--- config.mk ---
export PLATFORM = sky130hd
export DESIGN_NAME = websocket_frame_deframer
export DESIGN_NICKNAME = d
export VERILOG_FILES = /design/src/design/wsd_pkg.sv /design/src/design/wsd_front.sv /design/src/design/wsd_queue.sv /design/src/design/wsd_back.sv /design/src/design/websocket_frame_deframer.sv
export SDC_FILE = /design/constraint.sdc
export NUM_CORES = 1
export LEC_CHECK = 0
export BUFFER_PORTS_ARGS = -buffer_cell sky130_fd_sc_hd__buf_2
export CAP_MARGIN = 10
export CORE_ASPECT_RATIO = 0.7
export CORE_UTILIZATION = 56
export CTS_CLUSTER_DIAMETER = 120
export CTS_CLUSTER_SIZE = 30
export DETAILED_ROUTE_END_ITERATION = 8
export PLACE_DENSITY = 0.73
export SLEW_MARGIN = 10
export SYNTH_ARGS = -nofsm -noshare
export SYNTH_HDL_FRONTEND = slang
export SYNTH_SLANG_ARGS = --single-unit
--- constraint.sdc ---
create_clock -name i_clk -period 4.8 [get_ports i_clk]
set_input_delay 0.24 -clock i_clk [delete_from_list [all_inputs] [get_ports i_clk]]
set_output_delay 0.24 -clock i_clk [all_outputs]
set_load 0.05 [all_outputs]
--- src/design/wsd_pkg.sv ---
// ----------------------------------------------------------------------------
// wsd_pkg: shared types and constants of the WebSocket frame deframer
// Transfer payload structs, queue entry, parser phases, opcodes and the
// fixed pong reply bytes.
// ----------------------------------------------------------------------------
package wsd_pkg;

    // Input transfer: one received byte
    typedef struct packed {
        logic [7:0] rx_byte;
        logic       segment_start;
    } t_wsd_in;

    // Output transfer: one result byte
    typedef struct packed {
        logic [1:0] out_kind;
        logic [7:0] out_byte;
        logic       last_of_run;
    } t_wsd_out;

    // Queue entry between parser and output stage; a ping entry expands to three bytes
    typedef struct packed {
        logic     is_ping;
        t_wsd_out item;
    } t_wsd_cmd;

    // Queue status seen by both sides
    typedef struct packed {
        logic full;
        logic empty;
    } t_wsd_qstat;

    // Header parser phases
    typedef enum logic [2:0] {
        PH_HDR0,
        PH_LEN,
        PH_EXT,
        PH_KEY,
        PH_PAYLOAD,
        PH_DISCARD
    } t_wsd_phase;

    // Result kinds
    localparam logic [1:0] KIND_TEXT  = 2'd0;
    localparam logic [1:0] KIND_BIN   = 2'd1;
    localparam logic [1:0] KIND_PONG  = 2'd2;
    localparam logic [1:0] KIND_ERROR = 2'd3;

    // Opcodes and the bounds of the valid ranges
    localparam logic [3:0] OP_TEXT       = 4'h1;
    localparam logic [3:0] OP_BIN        = 4'h2;
    localparam logic [3:0] OP_LAST_DATA  = 4'h3;
    localparam logic [3:0] OP_FIRST_CTRL = 4'h8;
    localparam logic [3:0] OP_PING       = 4'h9;
    localparam logic [3:0] OP_LAST_CTRL  = 4'hB;

    // Length byte codes
    localparam logic [6:0] LEN_EXT16 = 7'd126;
    localparam logic [6:0] LEN_EXT64 = 7'd127;

    // Header byte counts (bytes still to come minus one)
    localparam logic [2:0] HCNT_EXT16 = 3'd1;
    localparam logic [2:0] HCNT_EXT64 = 3'd7;
    localparam logic [2:0] HCNT_KEY   = 3'd3;

    // Pong reply frame
    localparam logic [7:0] PONG_B0 = 8'h8A;
    localparam logic [7:0] PONG_B1 = 8'h01;
    localparam logic [7:0] PONG_B2 = 8'h20;

endpackage

--- src/design/wsd_front.sv ---
// ----------------------------------------------------------------------------
// wsd_front: frame header parser
// Takes one byte per transfer, tracks the header phase, extended length and
// mask key, unmasks payload bytes and pushes results into the queue.
// ----------------------------------------------------------------------------
module wsd_front (
    input  logic             i_clk,
    input  logic             i_rst_n,
    input  logic             i_in_valid,
    input  wsd_pkg::t_wsd_in i_in_data,
    output logic             o_in_stall,
    input  logic             i_full,
    output logic             o_push,
    output wsd_pkg::t_wsd_cmd o_push_data
);
    import wsd_pkg::*;

    t_wsd_phase  r_phase, n_phase, eff_phase;
    logic [3:0]  r_opcode, n_opcode;
    logic        r_mask, n_mask;
    logic [2:0]  r_hcnt, n_hcnt;
    logic [63:0] r_len, n_len;      // payload length, counts down during payload
    logic [31:0] r_key, n_key;
    logic [1:0]  r_pos, n_pos;      // key byte index

    logic        accept;
    logic [7:0]  rx;
    logic [3:0]  op;
    logic        op_invalid;
    logic [6:0]  len7;
    logic        len_ext;
    logic [63:0] ext_len;
    logic        last;
    logic [7:0]  kb;
    logic [7:0]  unmasked;

    assign o_in_stall = i_full;
    assign accept     = i_in_valid && !i_full;
    assign rx         = i_in_data.rx_byte;
    assign eff_phase  = i_in_data.segment_start ? PH_HDR0 : r_phase;

    // Decode of the incoming byte
    assign op         = rx[3:0];
    assign op_invalid = ((op > OP_LAST_DATA) && (op < OP_FIRST_CTRL)) || (op > OP_LAST_CTRL);
    assign len7       = rx[6:0];
    assign len_ext    = (len7 == LEN_EXT16) || (len7 == LEN_EXT64);
    assign ext_len    = {r_len[55:0], rx};
    assign last       = (r_len == 64'd1);

    // Key byte for this payload position, first key byte first
    always_comb begin
        case (r_pos)
            2'd0:    kb = r_key[31:24];
            2'd1:    kb = r_key[23:16];
            2'd2:    kb = r_key[15:8];
            default: kb = r_key[7:0];
        endcase
    end
    assign unmasked = rx ^ kb;

    // Next phase
    always_comb begin
        n_phase = r_phase;
        if (accept) begin
            unique case (eff_phase)
                PH_HDR0:    n_phase = op_invalid ? PH_DISCARD : PH_LEN;
                PH_LEN: begin
                    if (len_ext)          n_phase = PH_EXT;
                    else if (rx[7])       n_phase = PH_KEY;
                    else if (len7 != '0)  n_phase = PH_PAYLOAD;
                    else                  n_phase = PH_HDR0;
                end
                PH_EXT: begin
                    if (r_hcnt == '0) begin
                        if (r_mask)                n_phase = PH_KEY;
                        else if (ext_len != '0)    n_phase = PH_PAYLOAD;
                        else                       n_phase = PH_HDR0;
                    end
                end
                PH_KEY: begin
                    if (r_hcnt == '0) n_phase = (r_len != '0) ? PH_PAYLOAD : PH_HDR0;
                end
                PH_PAYLOAD: begin
                    if (last) n_phase = PH_HDR0;
                end
                default:    n_phase = eff_phase;   // discard until next segment
            endcase
        end
    end

    // Header fields, unmasking and queue push
    always_comb begin
        n_opcode    = r_opcode;
        n_mask      = r_mask;
        n_hcnt      = r_hcnt;
        n_len       = r_len;
        n_key       = r_key;
        n_pos       = r_pos;
        o_push      = 1'b0;
        o_push_data = '0;
        if (accept) begin
            unique case (eff_phase)
                PH_HDR0: begin
                    n_opcode = op;
                    if (op_invalid) begin
                        o_push      = 1'b1;
                        o_push_data = '{is_ping: 1'b0,
                                        item: '{out_kind: KIND_ERROR, out_byte: {4'b0, op},
                                                last_of_run: 1'b0}};
                    end else if (op == OP_PING) begin
                        o_push      = 1'b1;
                        o_push_data = '{is_ping: 1'b1,
                                        item: '{out_kind: KIND_PONG, out_byte: PONG_B0,
                                                last_of_run: 1'b0}};
                    end
                end
                PH_LEN: begin
                    n_mask = rx[7];
                    if (len7 == LEN_EXT16) begin
                        n_hcnt = HCNT_EXT16;
                        n_len  = '0;
                    end else if (len7 == LEN_EXT64) begin
                        n_hcnt = HCNT_EXT64;
                        n_len  = '0;
                    end else begin
                        n_len = {57'b0, len7};
                        n_key = '0;
                        n_pos = '0;
                        if (rx[7]) n_hcnt = HCNT_KEY;
                    end
                end
                PH_EXT: begin
                    n_len = ext_len;
                    if (r_hcnt == '0) begin
                        n_key = '0;
                        n_pos = '0;
                        if (r_mask) n_hcnt = HCNT_KEY;
                    end else begin
                        n_hcnt = r_hcnt - 3'd1;
                    end
                end
                PH_KEY: begin
                    n_key = {r_key[23:0], rx};
                    if (r_hcnt != '0) n_hcnt = r_hcnt - 3'd1;
                end
                PH_PAYLOAD: begin
                    n_pos = r_pos + 2'd1;
                    n_len = r_len - 64'd1;
                    if (r_opcode == OP_TEXT) begin
                        o_push      = 1'b1;
                        o_push_data = '{is_ping: 1'b0,
                                        item: '{out_kind: KIND_TEXT, out_byte: unmasked,
                                                last_of_run: last}};
                    end else if (r_opcode == OP_BIN) begin
                        o_push      = 1'b1;
                        o_push_data = '{is_ping: 1'b0,
                                        item: '{out_kind: KIND_BIN, out_byte: unmasked,
                                                last_of_run: last}};
                    end
                end
                default: begin
                end
            endcase
        end
    end

    // State registers
    always_ff @(posedge i_clk) begin
        if (!i_rst_n) begin
            r_phase <= PH_HDR0;
            r_hcnt  <= '0;
            r_pos   <= '0;
        end else begin
            r_phase <= n_phase;
            r_hcnt  <= n_hcnt;
            r_pos   <= n_pos;
        end
    end

    always_ff @(posedge i_clk) begin
        r_opcode <= n_opcode;
        r_mask   <= n_mask;
        r_len    <= n_len;
        r_key    <= n_key;
    end

endmodule

--- src/design/wsd_queue.sv ---
// ----------------------------------------------------------------------------
// wsd_queue: short result queue
// Decouples the parser from the output stage; head entry is read directly.
// ----------------------------------------------------------------------------
module wsd_queue #(
    parameter int DEPTH = 4
) (
    input  logic               i_clk,
    input  logic               i_rst_n,
    input  logic               i_push,
    input  wsd_pkg::t_wsd_cmd  i_push_data,
    input  logic               i_pop,
    output wsd_pkg::t_wsd_cmd  o_head,
    output wsd_pkg::t_wsd_qstat o_stat
);
    import wsd_pkg::*;

    localparam int AW = (DEPTH > 1) ? $clog2(DEPTH) : 1;
    localparam int CW = $clog2(DEPTH + 1);

    t_wsd_cmd        r_mem [DEPTH];
    logic [AW-1:0]   r_wr, n_wr;
    logic [AW-1:0]   r_rd, n_rd;
    logic [CW-1:0]   r_count, n_count;

    assign o_head       = r_mem[r_rd];
    assign o_stat.full  = (r_count == CW'(DEPTH));
    assign o_stat.empty = (r_count == '0);

    // Pointer and fill count update
    always_comb begin
        n_wr = r_wr;
        n_rd = r_rd;
        if (i_push) n_wr = (r_wr == AW'(DEPTH - 1)) ? '0 : r_wr + AW'(1);
        if (i_pop)  n_rd = (r_rd == AW'(DEPTH - 1)) ? '0 : r_rd + AW'(1);
        case ({i_push, i_pop})
            2'b10:   n_count = r_count + CW'(1);
            2'b01:   n_count = r_count - CW'(1);
            default: n_count = r_count;
        endcase
    end

    always_ff @(posedge i_clk) begin
        if (!i_rst_n) begin
            r_wr    <= '0;
            r_rd    <= '0;
            r_count <= '0;
        end else begin
            r_wr    <= n_wr;
            r_rd    <= n_rd;
            r_count <= n_count;
        end
    end

    // Entry storage
    always_ff @(posedge i_clk) begin
        if (i_push) r_mem[r_wr] <= i_push_data;
    end

endmodule

--- src/design/wsd_back.sv ---
// ----------------------------------------------------------------------------
// wsd_back: output stage
// Pops queue entries into the output register and expands a ping entry into
// the three pong reply bytes.
// ----------------------------------------------------------------------------
module wsd_back (
    input  logic                i_clk,
    input  logic                i_rst_n,
    input  wsd_pkg::t_wsd_cmd   i_head,
    input  wsd_pkg::t_wsd_qstat i_stat,
    output logic                o_pop,
    output logic                o_out_valid,
    output wsd_pkg::t_wsd_out   o_out_data,
    input  logic                i_out_stall
);
    import wsd_pkg::*;

    // Pong byte still to send after the first one
    localparam logic [1:0] BEAT_IDLE = 2'd0;
    localparam logic [1:0] BEAT_B1   = 2'd1;
    localparam logic [1:0] BEAT_B2   = 2'd2;

    logic       r_valid, n_valid;
    t_wsd_out   r_data, n_data;
    logic [1:0] r_beat, n_beat;
    logic       load;

    assign load        = !r_valid || !i_out_stall;
    assign o_out_valid = r_valid;
    assign o_out_data  = r_data;

    // Output register load
    always_comb begin
        o_pop   = 1'b0;
        n_valid = r_valid;
        n_data  = r_data;
        n_beat  = r_beat;
        if (load) begin
            if (r_beat == BEAT_B1) begin
                n_valid = 1'b1;
                n_data  = '{out_kind: KIND_PONG, out_byte: PONG_B1, last_of_run: 1'b0};
                n_beat  = BEAT_B2;
            end else if (r_beat == BEAT_B2) begin
                n_valid = 1'b1;
                n_data  = '{out_kind: KIND_PONG, out_byte: PONG_B2, last_of_run: 1'b1};
                n_beat  = BEAT_IDLE;
            end else if (!i_stat.empty) begin
                o_pop   = 1'b1;
                n_valid = 1'b1;
                if (i_head.is_ping) begin
                    n_data = '{out_kind: KIND_PONG, out_byte: PONG_B0, last_of_run: 1'b0};
                    n_beat = BEAT_B1;
                end else begin
                    n_data = i_head.item;
                end
            end else begin
                n_valid = 1'b0;
            end
        end
    end

    always_ff @(posedge i_clk) begin
        if (!i_rst_n) begin
            r_valid <= 1'b0;
            r_beat  <= BEAT_IDLE;
        end else begin
            r_valid <= n_valid;
            r_beat  <= n_beat;
        end
    end

    always_ff @(posedge i_clk) begin
        r_data <= n_data;
    end

endmodule

--- src/design/websocket_frame_deframer.sv ---
// ----------------------------------------------------------------------------
// websocket_frame_deframer: WebSocket frame header parser and payload unmasker
//
// Input channel (i_in_valid / o_in_stall / i_in_data) takes one received byte
// per transfer; segment_start forces the byte to be read as a first header
// byte. Output channel (o_out_valid / i_out_stall / o_out_data) gives tagged
// text or binary payload bytes, pong reply bytes and invalid opcode errors.
// Throughput: one input byte per cycle while the result queue has room; a
// ping expands into three output bytes, all other bytes into at most one.
// A transferred byte's result is first written into the queue by the parser,
// then loaded from the queue into the output register when that can take it.
// The queue holds DEPTH entries; when the receiver stalls the output register
// holds its byte, the queue fills, and o_in_stall rises once it is full.
// Reset (synchronous, active low) empties the queue and output register and
// returns the parser to expecting a first header byte; no clearing pass.
// ----------------------------------------------------------------------------
module websocket_frame_deframer #(
    parameter int DEPTH = 4
) (
    input  logic              i_clk,
    input  logic              i_rst_n,
    input  logic              i_in_valid,
    output logic              o_in_stall,
    input  wsd_pkg::t_wsd_in  i_in_data,
    output logic              o_out_valid,
    input  logic              i_out_stall,
    output wsd_pkg::t_wsd_out o_out_data
);
    import wsd_pkg::*;

    logic       push;
    t_wsd_cmd   push_data;
    logic       pop;
    t_wsd_cmd   head;
    t_wsd_qstat qstat;

    // Parser
    wsd_front u_front (
        .i_clk       (i_clk),
        .i_rst_n     (i_rst_n),
        .i_in_valid  (i_in_valid),
        .i_in_data   (i_in_data),
        .o_in_stall  (o_in_stall),
        .i_full      (qstat.full),
        .o_push      (push),
        .o_push_data (push_data)
    );

    // Result queue
    wsd_queue #(
        .DEPTH (DEPTH)
    ) u_queue (
        .i_clk       (i_clk),
        .i_rst_n     (i_rst_n),
        .i_push      (push),
        .i_push_data (push_data),
        .i_pop       (pop),
        .o_head      (head),
        .o_stat      (qstat)
    );

    // Output stage
    wsd_back u_back (
        .i_clk       (i_clk),
        .i_rst_n     (i_rst_n),
        .i_head      (head),
        .i_stat      (qstat),
        .o_pop       (pop),
        .o_out_valid (o_out_valid),
        .o_out_data  (o_out_data),
        .i_out_stall (i_out_stall)
    );

`ifndef SYNTH
    // Error results never close a run
    a_err_not_last: assert property (@(posedge i_clk) disable iff (!i_rst_n)
        (o_out_valid && o_out_data.out_kind == KIND_ERROR) |-> !o_out_data.last_of_run)
        else $error("error result marked last");

    // Pong bytes come only from the fixed reply frame
    a_pong_bytes: assert property (@(posedge i_clk) disable iff (!i_rst_n)
        (o_out_valid && o_out_data.out_kind == KIND_PONG) |->
        (o_out_data.out_byte == PONG_B0 || o_out_data.out_byte == PONG_B1 ||
         o_out_data.out_byte == PONG_B2))
        else $error("unexpected pong byte");

    // First pong byte taken is followed at once by the second
    a_pong_seq: assert property (@(posedge i_clk) disable iff (!i_rst_n)
        (o_out_valid && !i_out_stall && o_out_data.out_kind == KIND_PONG &&
         o_out_data.out_byte == PONG_B0) |=>
        (o_out_valid && o_out_data.out_kind == KIND_PONG && o_out_data.out_byte == PONG_B1))
        else $error("pong reply broken");

    // No push into a full queue
    a_no_overflow: assert property (@(posedge i_clk) disable iff (!i_rst_n)
        qstat.full |-> !push)
        else $error("queue overflow");
`endif

endmodule

# Yosys cells after proc, flatten, opt, wreduce, memory -nomap -nowiden
# Memories as Yosys holds them, arrays and structs flattened. A register that Yosys moved wholly into a read port is not among the register bits.
# Index checks and enable logic that the tools add are counted.
# totals
word_cells	149
out_inout_bits	13
mem_count	1
inputBits	13
ramBits	48
reg_bits	130
# classes
reduce_logical	30
bitwise	1
magnitude_cmp	3
n_eq_ne	28
muxes	63
n_addsub	7
# memory_table
memory	words	word_bits	rd	rd_clocked_by_memory_dff	wr	line_no	text
u_queue.r_mem	4	12	1	1	1	wsd_queue.sv:21	t_wsd_cmd r_mem [DEPTH];
# op_table
operator	count
$pmux 64 s3	1
$reduce_bool 64->1	2
$mux 32	3
$pmux 32 s3	1
$eq 64x1->1 const B	1
$mux 64	1
$sub 64x1->64 const B	1
$mux 3	17
$mux 12	4
$pmux 12 s2	1
$pmux 8 s3	1
$mux 11	2
$mux 2	11
$pmux 3 s5	1
$reduce_and 5->1	3
$eq 7x7->1 const B	2
$mux 7	2
$mux 1	13
$reduce_bool 3->1	4
$eq 2x2->1 const B	5
$mux 10	1
$logic_not 3->1	3
$pmux 3 s3	1
$ne 2x1->1 const B	4
31 further kinds	47

# Longest topological paths before layout
# Gate-level depths: netlist (run 1).
# logic_depth
word_depth	8
ltp_mapped	13
mapped_depth_nobuf	11

# Hierarchy
# A second synthesis (run 1) with hierarchy kept.
# unflattened
cells_unflattened	813
hier_area_um2	9326.4
# by_module_without_submodules
mod	cells_per_inst	seq_area_each_um2	area_each_um2	instances
wsd_front	655	3193.1	6500.0	1
wsd_queue	109	1621.6	2199.6	1
wsd_back	49	390.4	626.9	1

# Worst setup path before layout (run 1)
# Ideal clock, no wire load.
# synth_path
path_type	flip-flop to flip-flop
start	register u_front.r_phase[1]
end	register u_front.r_len[0], enable pin
setup_slack_ns	0.116
n_path_buf	2
synth_period_minus_slack_ns	4.684
t_arrival_ns	4.197
stages_incl_launch_ff	7
setup_time_ns	0.486
t_required_ns	4.314
cell_sequence	dfxtp_1 > clkbuf_1 > or3b_2 > clkbuf_1 > nor2_1 > nor3_1 > nor2_1
# synth_between
elab_chain_len	4
elab_cells_between_ends	6
classes_between	eq/ne (3); mux (1); reduce/logical (2)
# synth_rtl
element	line_no	text
start: declaration	wsd_front.sv:18	t_wsd_phase r_phase, n_phase, eff_phase;
start signal: assignment	wsd_front.sv:174	r_phase <= n_phase;
$mux 3 *	wsd_front.sv:40	assign eff_phase = i_in_data.segment_start ? PH_HDR0 : r_phase;
$eq 3x1->1, or another cell as far along	wsd_front.sv:102	unique case (eff_phase)
$reduce_bool 3->1 (no line) *	n/a	
$reduce_and 2->1 (no line) *	n/a	
end signal: assignment	wsd_front.sv:183	r_len <= n_len;
end: declaration	wsd_front.sv:22	logic [63:0] r_len, n_len;
# Mark *: on every way between the ends. The rest lies on a longest branch, timed or not.
# A chain may end at the register's enable or synchronous reset.

# Worst setup path in the final report (run 1)
# layout_path
start	register u_front.r_phase[2]
end	register u_queue.r_count[2]
# layout_between
elab_chain_len	6
elab_cells_between_ends	9
classes_between	eq/ne (3); mux (4); reduce/logical (2)
# layout_rtl
element	line_no	text
$mux 3 *	wsd_front.sv:40	
$eq 3x3->1 / $logic_not 3->1 (equally long branches)	wsd_front.sv:102	
$pmux 1 s2 *	wsd_front.sv:102	
$mux 1 *	wsd_front.sv:101	if (accept) begin
$eq 2x1->1 / $eq 2x2->1 (equally long branches)	wsd_queue.sv:36	case ({i_push, i_pop})
$pmux 3 s2 / $reduce_bool 2->1 (equally long branches)	n/a	
end signal: assignment	wsd_queue.sv:51	r_count <= n_count;
end: declaration	wsd_queue.sv:24	logic [CW-1:0] r_count, n_count;
# Marks and branches as above.

==> results of run 1 <==
[worst max-delay path, cell delays in order (launching register included)]
cell,delay [ps]
dfxtp_1,510
nor2b_1,460
and2_1,470
nand3b_1,220
a21oi_1,550
inv_1,120
ha_1,250
inv_1,70
fa_1,170
xor2_1,80
or3_1,310
a21oi_1,150
[stage by stage]
stage | utilization | cell area, sq um | instances | power [W]
global route | 0.627 | 10200 | 1067 | 0.00459
global placement | 0.590 | 9610 | 1035 | 0.00296
finish | 0.627 | 10200 | 1067 | 0.00441
CTS | 0.627 | 10200 | 1067 | 0.00442
detailed placement | 0.590 | 9610 | 1035 | 0.00301
floorplan | - | 9300 | 820 | 0.00276
[cells in the final DEF, fill, tap and decap left out, types with 3 or more instances in the layout]
master,synthesis,final
nor4_4,4,4
and3_1,35,35
ha_1,16,16
nor3_2,4,4
mux2i_1,7,7
mux4_2,12,12
nand4_1,10,10
nor3_1,25,25
o21ai_1,19,19
o21ai_0,60,60
clkbuf_16,0,21
and2_1,5,5
xor2_1,25,25
dfxtp_1,20,20
a222oi_1,8,8
nand2_1,93,92
nor4_1,18,18
a21oi_1,23,23
a211oi_1,4,4
buf_4,0,8
inv_6,0,5
or4_1,20,20
or4_4,3,3
o21a_1,4,4
a22oi_1,3,3
inv_1,22,22
or3_1,17,17
nor2_1,57,54
buf_2,2,25
xnor2_1,43,43
nand2b_1,4,4
edfxtp_1,160,160
or2_2,5,5
nand3_1,10,10
nor2b_1,5,5
[layer usage]
metal	global-route usage	share of wire	wire, um	vias to the layer above
li1	-	-	-	3071
met1	0.386	0.46	9650	3221
met2	0.386	0.44	9350	321
met3	0.0579	0.086	1820	38
met4	0.0938	0.017	366	0
met5	0	0	0	-
[logic make-up (layout without fill, tap and decap cells)]
| group | count (synthesis) | after routing | share of synthesized area |
|---|---|---|---|
| XOR/XNOR | 68 | 68 | 0.0640 |
| multiplexers | 19 | 19 | 0.0366 |
| AO/OA/AOI/OAI | 140 | 140 | 0.0892 |
| AND/OR/NAND/NOR | 330 | 330 | 0.198 |
| buffers and inverters | 66 | 88 | 0.0293 |
| flip-flops | 180 | 180 | 0.559 |
| adder cells (fa/ha/maj) | 17 | 17 | 0.0237 |
[worst max-delay path by stage]
stage	start	end	depth (start not counted)
finish	u_front.r_phase[2]	u_queue.r_count[2]	11
global route	u_front.r_phase[2]	u_queue.r_count[2]	11
CTS	u_front.r_phase[2]	u_queue.r_count[2]	11
detailed placement	u_front.r_phase[2]	u_queue.r_count[2]	11
global placement	u_front.r_len[26]	u_front.r_len[63]	6
floorplan	u_front.r_phase[1]	u_front.r_len[0]	6
[layout make-up]
class | instances | area [sq um]
repair buffers | 33 | 185
flip-flops and latches | 180 | 5200
fillers | 1276 | 6080
clock buffers | 23 | 533
clock inverters | 9 | 73.8
well taps | 225 | 282
inverters | 23 | 86.3
multi-input cells | 574 | 3850
[state kept, by name, indices dropped and copies added (netlist names), named ones only]
signal and cells:
u_back.r_beat 2, u_front.r_pos 2, u_queue.r_rd 2, u_queue.r_mem 48
u_back.o_out_data 11, u_front.r_hcnt 3, u_back.o_out_valid 1, u_queue.r_wr 2
u_front.r_mask 1, u_front.r_opcode 4, u_front.r_key 32, u_queue.r_count 3
u_front.r_len 64, u_front.r_phase 3
[power groups by stage]
stage          logic, W  registers, W  clock network, W
6_report       0.000922       0.00206           0.00143
3_3_place_gp   0.000881       0.00208                 0
3_5_place_dp   0.000921       0.00209                 0
2_1_floorplan  0.000527       0.00223                 0
5_1_grt         0.00101       0.00209           0.00150
4_1_cts        0.000924       0.00206           0.00144
==> metrics.txt, run 1 <==
Final setup viols=0; IO Port Bufs=25; Net Sw Frac=0.315; Worst Path Max Fanout=10; crit path launch type=flop; Clk Tree Root Cell=clkbuf_16; leak pwr=3.38 nW; worst r2r src=u_front.r_phase[2]; pwr dens=432 nW/um^2; Hold Path Sink=u_front.r_opcode[0]; Die H=110 um; grt ovf=0; Synth area leaders=edfxtp_1 52%, dfxtp_1 4.3%, xnor2_1 4.0%; worst r2r path cells=11; Max Fclk=0.289 GHz; top cell type's share of synthesized area=0.516; ANT nets after route=0; Worst-Margin Slew=1200 ps; Post-synth ARST share=0; Die Width=156 um; post-synth cell types=62; CTS tree=yes; internal power=0.00302 W; max_slew headroom=0.200; # H-tree levels=4; #FFs+latches synth=180; register share of total power=0.467; Hold Path Class=primary input to flop; WP data arrival=3820 ps; layout cell share with drive strength beyond 1=0.126; worst reg2reg setup slack=1340 ps; Clock Latency Late Sink=450 ps; Top FF cell, synth=edfxtp_1; Final Hold Vio Count=0; Post-Syn Nets=850; critical path capture point type=flop; vias=6651; cts hold-fix bufs=0; hold slack=113 ps; num ports=26; Starting DRT DRC Count=987; first-pass GRT wire length=34000 um; Comb pwr share=0.209; final period utilization=0.720; hpwl dp=14400 um; Total Neg Setup Slack=0 ps; Ys Warns=0; area of the core=16300 sq um; syn_area_per_cell=11.3 sq um; Mapped Cells=820; Syn Std Cell Area=9300 sq um; worst setup margin=1340 ps; routed wire length=21200 um; TritonCTS Sinks=180; TritonCTS Buffers=17; clock skew=11.4 ps; worst vdd ir=0.354 mV; GRT Util Overall=0.263; number of setup buffers added after CTS=0; status=completed; Avg WL per Cell=19.9 um; leading area contributor after synthesis=edfxtp_1; Slew Limit Fails=0; Starting Density=0.571; row count=39; CP required=5160 ps; min Tclk post-route=3460 ps; Clock Power Share=0.324; Post-synth EDFFs=160; vias in the first global route=6310; RSZ-0062 raised after global routing=no; Post-synth top cells=160 x edfxtp_1, 93 x nand2_1, 60 x o21ai_0; hold_sp=i_in_data[1]; RR Endpoint=u_queue.r_count[2]; CTS max path bufs=2; DRC=0; antenna violations before repair=0; Vias/cell=6.23; largest net degree at the start of global routing=66; most common cell in the netlist=edfxtp_1; Final #Nets=859; cts repair resizes=0; synthesis-to-layout area growth=9.80%; sequential area share after synthesis=0.559; hold depth=1; kind of critical path=flop to flop; drt pass-1 iters=5; Place WS=1430 ps; # diodes=0; sw power=0.00139 W; DIE AREA=17100 sq um; max cap viols=0; Final Wtd Congestion=0.846; CTS clock-pin slew for the worst setup and hold paths=70 ps
Power figures use the tool's default switching activity.
==> run 2: changes to the inputs <==
- PLACE_DENSITY: 0.73 -> 0.7
- clock period: 4.8 -> 3.4 ns (I/O delays scaled with it)
==> metrics.txt, run 2 (synthesized netlist as in run 1, its figures left out) <==
status=completed; synthesis-to-layout area growth=11.2%; internal power=0.00417 W (+38%); commonest non-fill, non-tap cell in the layout=edfxtp_1; vias in the first global route=6338 (+0.44%); Final setup viols=0 (unchanged); vias=6680 (+0.44%); Starting Density=0.571 (unchanged); Crit path max-delay family=simple AND/OR/NAND/NOR gates; largest net degree at the start of global routing=65 (-1.5%); Critical-path top delay cell=or4_4; Vias/cell=6.19 (-0.77%); worst r2r path cells=7 (-4); row count=39 (unchanged); TritonCTS Sinks=180 (unchanged); worst r2r src=u_front.r_len[26]; clock skew=12.0 ps (+0.528 ps); # H-tree levels=4 (unchanged); hold slack=31.8 ps (-81.3 ps); Worst Path Max Fanout=10 (unchanged); CP required=3570 ps (-1590 ps); RR Endpoint=u_front.r_len[55]; grt ovf=0 (unchanged); Net Sw Frac=0.335 (+0.0202); first-pass GRT wire length=34000 um (about the same); Die Width=156 um (unchanged); sw power=0.00211 W (+51%); drt pass-1 iters=7 (+2); Worst Setup SP=u_front.r_len[26]; Clock Power Share=0.325 (about the same); Starting DRT DRC Count=1088 (+10%); DIE AREA=17100 sq um (unchanged); RSZ-0062 raised after global routing=no; final period utilization=0.936 (+0.216); routed wire length=21400 um (+1.2%); Max Fclk=0.314 GHz (+8.6%); Avg WL per Cell=19.9 um (about the same); worst reg2reg setup slack=220 ps (-1130 ps); most frequent cells in the layout=160 x edfxtp_1, 92 x nand2_1, 60 x o21ai_0; worst vdd ir=0.461 mV (+30%); register share of total power=0.461 (-0.006); antenna violations before repair=1 (+1); CP Capture Point=u_front.r_len[55]; Final Hold Vio Count=0 (unchanged); max_slew headroom=0.343 (+0.143); crit path launch type=flop; max reg flops=64 (unchanged); Crit path largest cell delay=600 ps (+50 ps); cts hold-fix bufs=0 (unchanged); critical path capture point type=flop; design area=10300 sq um (+1.3%); ANT nets after route=0 (unchanged); DRC=0 (unchanged); Buf/Inv on CP=1 (-1); Post-Layout Cell Count=1080 (+1.2%); layout cell share with drive strength beyond 1=0.142 (+0.0158); max cap viols=0 (unchanged); cell depth of the worst setup path=7 (-4); biggest regs=u_front.r_len x64, u_queue.r_mem x48, u_front.r_key x32; pwr dens=607 nW/um^2 (+41%); min Tclk post-route=3180 ps (-275 ps); Post-DP Area=9720 sq um (+1.1%); Comb pwr share=0.214 (+0.005); IO Port Bufs=25 (unchanged); Slew Limit Fails=0 (unchanged); critical-path cell list=or4_4 -> or4_1 -> or3_1 -> buf_4 -> nor4b_4 -> xnor2_1 -> o21ai_1; hpwl dp=14200 um (-1.6%); WP data arrival=3350 ps (-470 ps); number of setup buffers added after CTS=0 (unchanged); GRT Util Overall=0.263 (-0.000481); Final Wtd Congestion=0.854 (+0.97%); CTS clock-pin slew for the worst setup and hold paths=80 ps (about the same); Placed Cells incl. Taps=1047 (+1.2%); area of the core=16300 sq um (unchanged); Clk Tree Root Cell=clkbuf_16; total power=0.00628 W (+42%); Final #Nets=871 (+1.4%); kind of critical path=flop to flop; Clock Latency Late Sink=450 ps (about the same); Total Neg Setup Slack=0 ps (unchanged); Die H=110 um (unchanged); leak pwr=3.45 nW (+2.1%); Biggest register=u_front.r_len; Worst-Margin Slew=977 ps (-223 ps); CTS tree=yes; num ports=26 (unchanged); cts repair resizes=0 (unchanged); CTS max path bufs=2 (unchanged); Hold Path Class=primary input to flop; TritonCTS Buffers=17 (unchanged)
## run 2: cell types whose count changed in the layout (fill, tap and decap cells not counted), moves of 2 or more
cell	before	now
buf_4	8	19
clkbuf_1	2	0
clkbuf_16	21	17
clkinv_8	0	6
inv_12	0	2
inv_6	5	1
inv_8	0	4
## run 2: worst register-to-register path, cell delays in order (launching register included)
cell and delay (ps):
edfxtp_1 490, or4_4 600, or4_1 470, or3_1 580
buf_4 280, nor4b_4 260, xnor2_1 140, o21ai_1 80
## run 2: layer usage
layer / GRT usage / share of wire / vias to the layer above / wire length [um]
met5: 0 / 0 / - / 0
met4: 0.0826 / 0.012 / 0 / 261
met3: 0.0512 / 0.061 / 29 / 1300
met2: 0.384 / 0.44 / 257 / 9530
met1: 0.394 / 0.48 / 3293 / 10400
li1: - / - / 3101 / -
## run 2: worst min path at each step
stage               depth (start not counted)             start                   to
floorplan                                   0      i_in_data[8]       u_front.r_mask
global placement                            2  u_back.r_beat[0]     u_back.r_beat[0]
detailed placement                          2   u_queue.r_rd[1]                 flop
CTS                                         1      i_in_data[1]  u_front.r_opcode[0]
global route                                1      i_in_data[1]  u_front.r_opcode[0]
finish                                      1      i_in_data[1]  u_front.r_opcode[0]
## run 2: metrics by stage
stage	worst slack [ps]	utilization
floorplan	229	-
global placement	343	0.596
detailed placement	262	0.596
CTS	234	0.635
global route	117	0.635
finish	217	0.635
## run 2: final cells by class
type | instances | area, sq um
well taps | 225 | 282
clock buffers | 17 | 425
fillers | 1285 | 5950
inverters | 23 | 86.3
diodes | 1 | 2.50
repair buffers | 45 | 288
clock inverters | 15 | 200
flip-flops and latches | 180 | 5200
multi-input cells | 574 | 3860
## run 2: power by group through the flow
stage / Combinational, W / Clock, W / Sequential [W]
final: 0.00134 / 0.00204 / 0.00289
after global routing: 0.00147 / 0.00215 / 0.00292
after CTS: 0.00134 / 0.00206 / 0.00289
after detailed placement: 0.00134 / 0 / 0.00293
after global placement: 0.00130 / 0 / 0.00292
after floorplan: 0.000750 / 0 / 0.00315
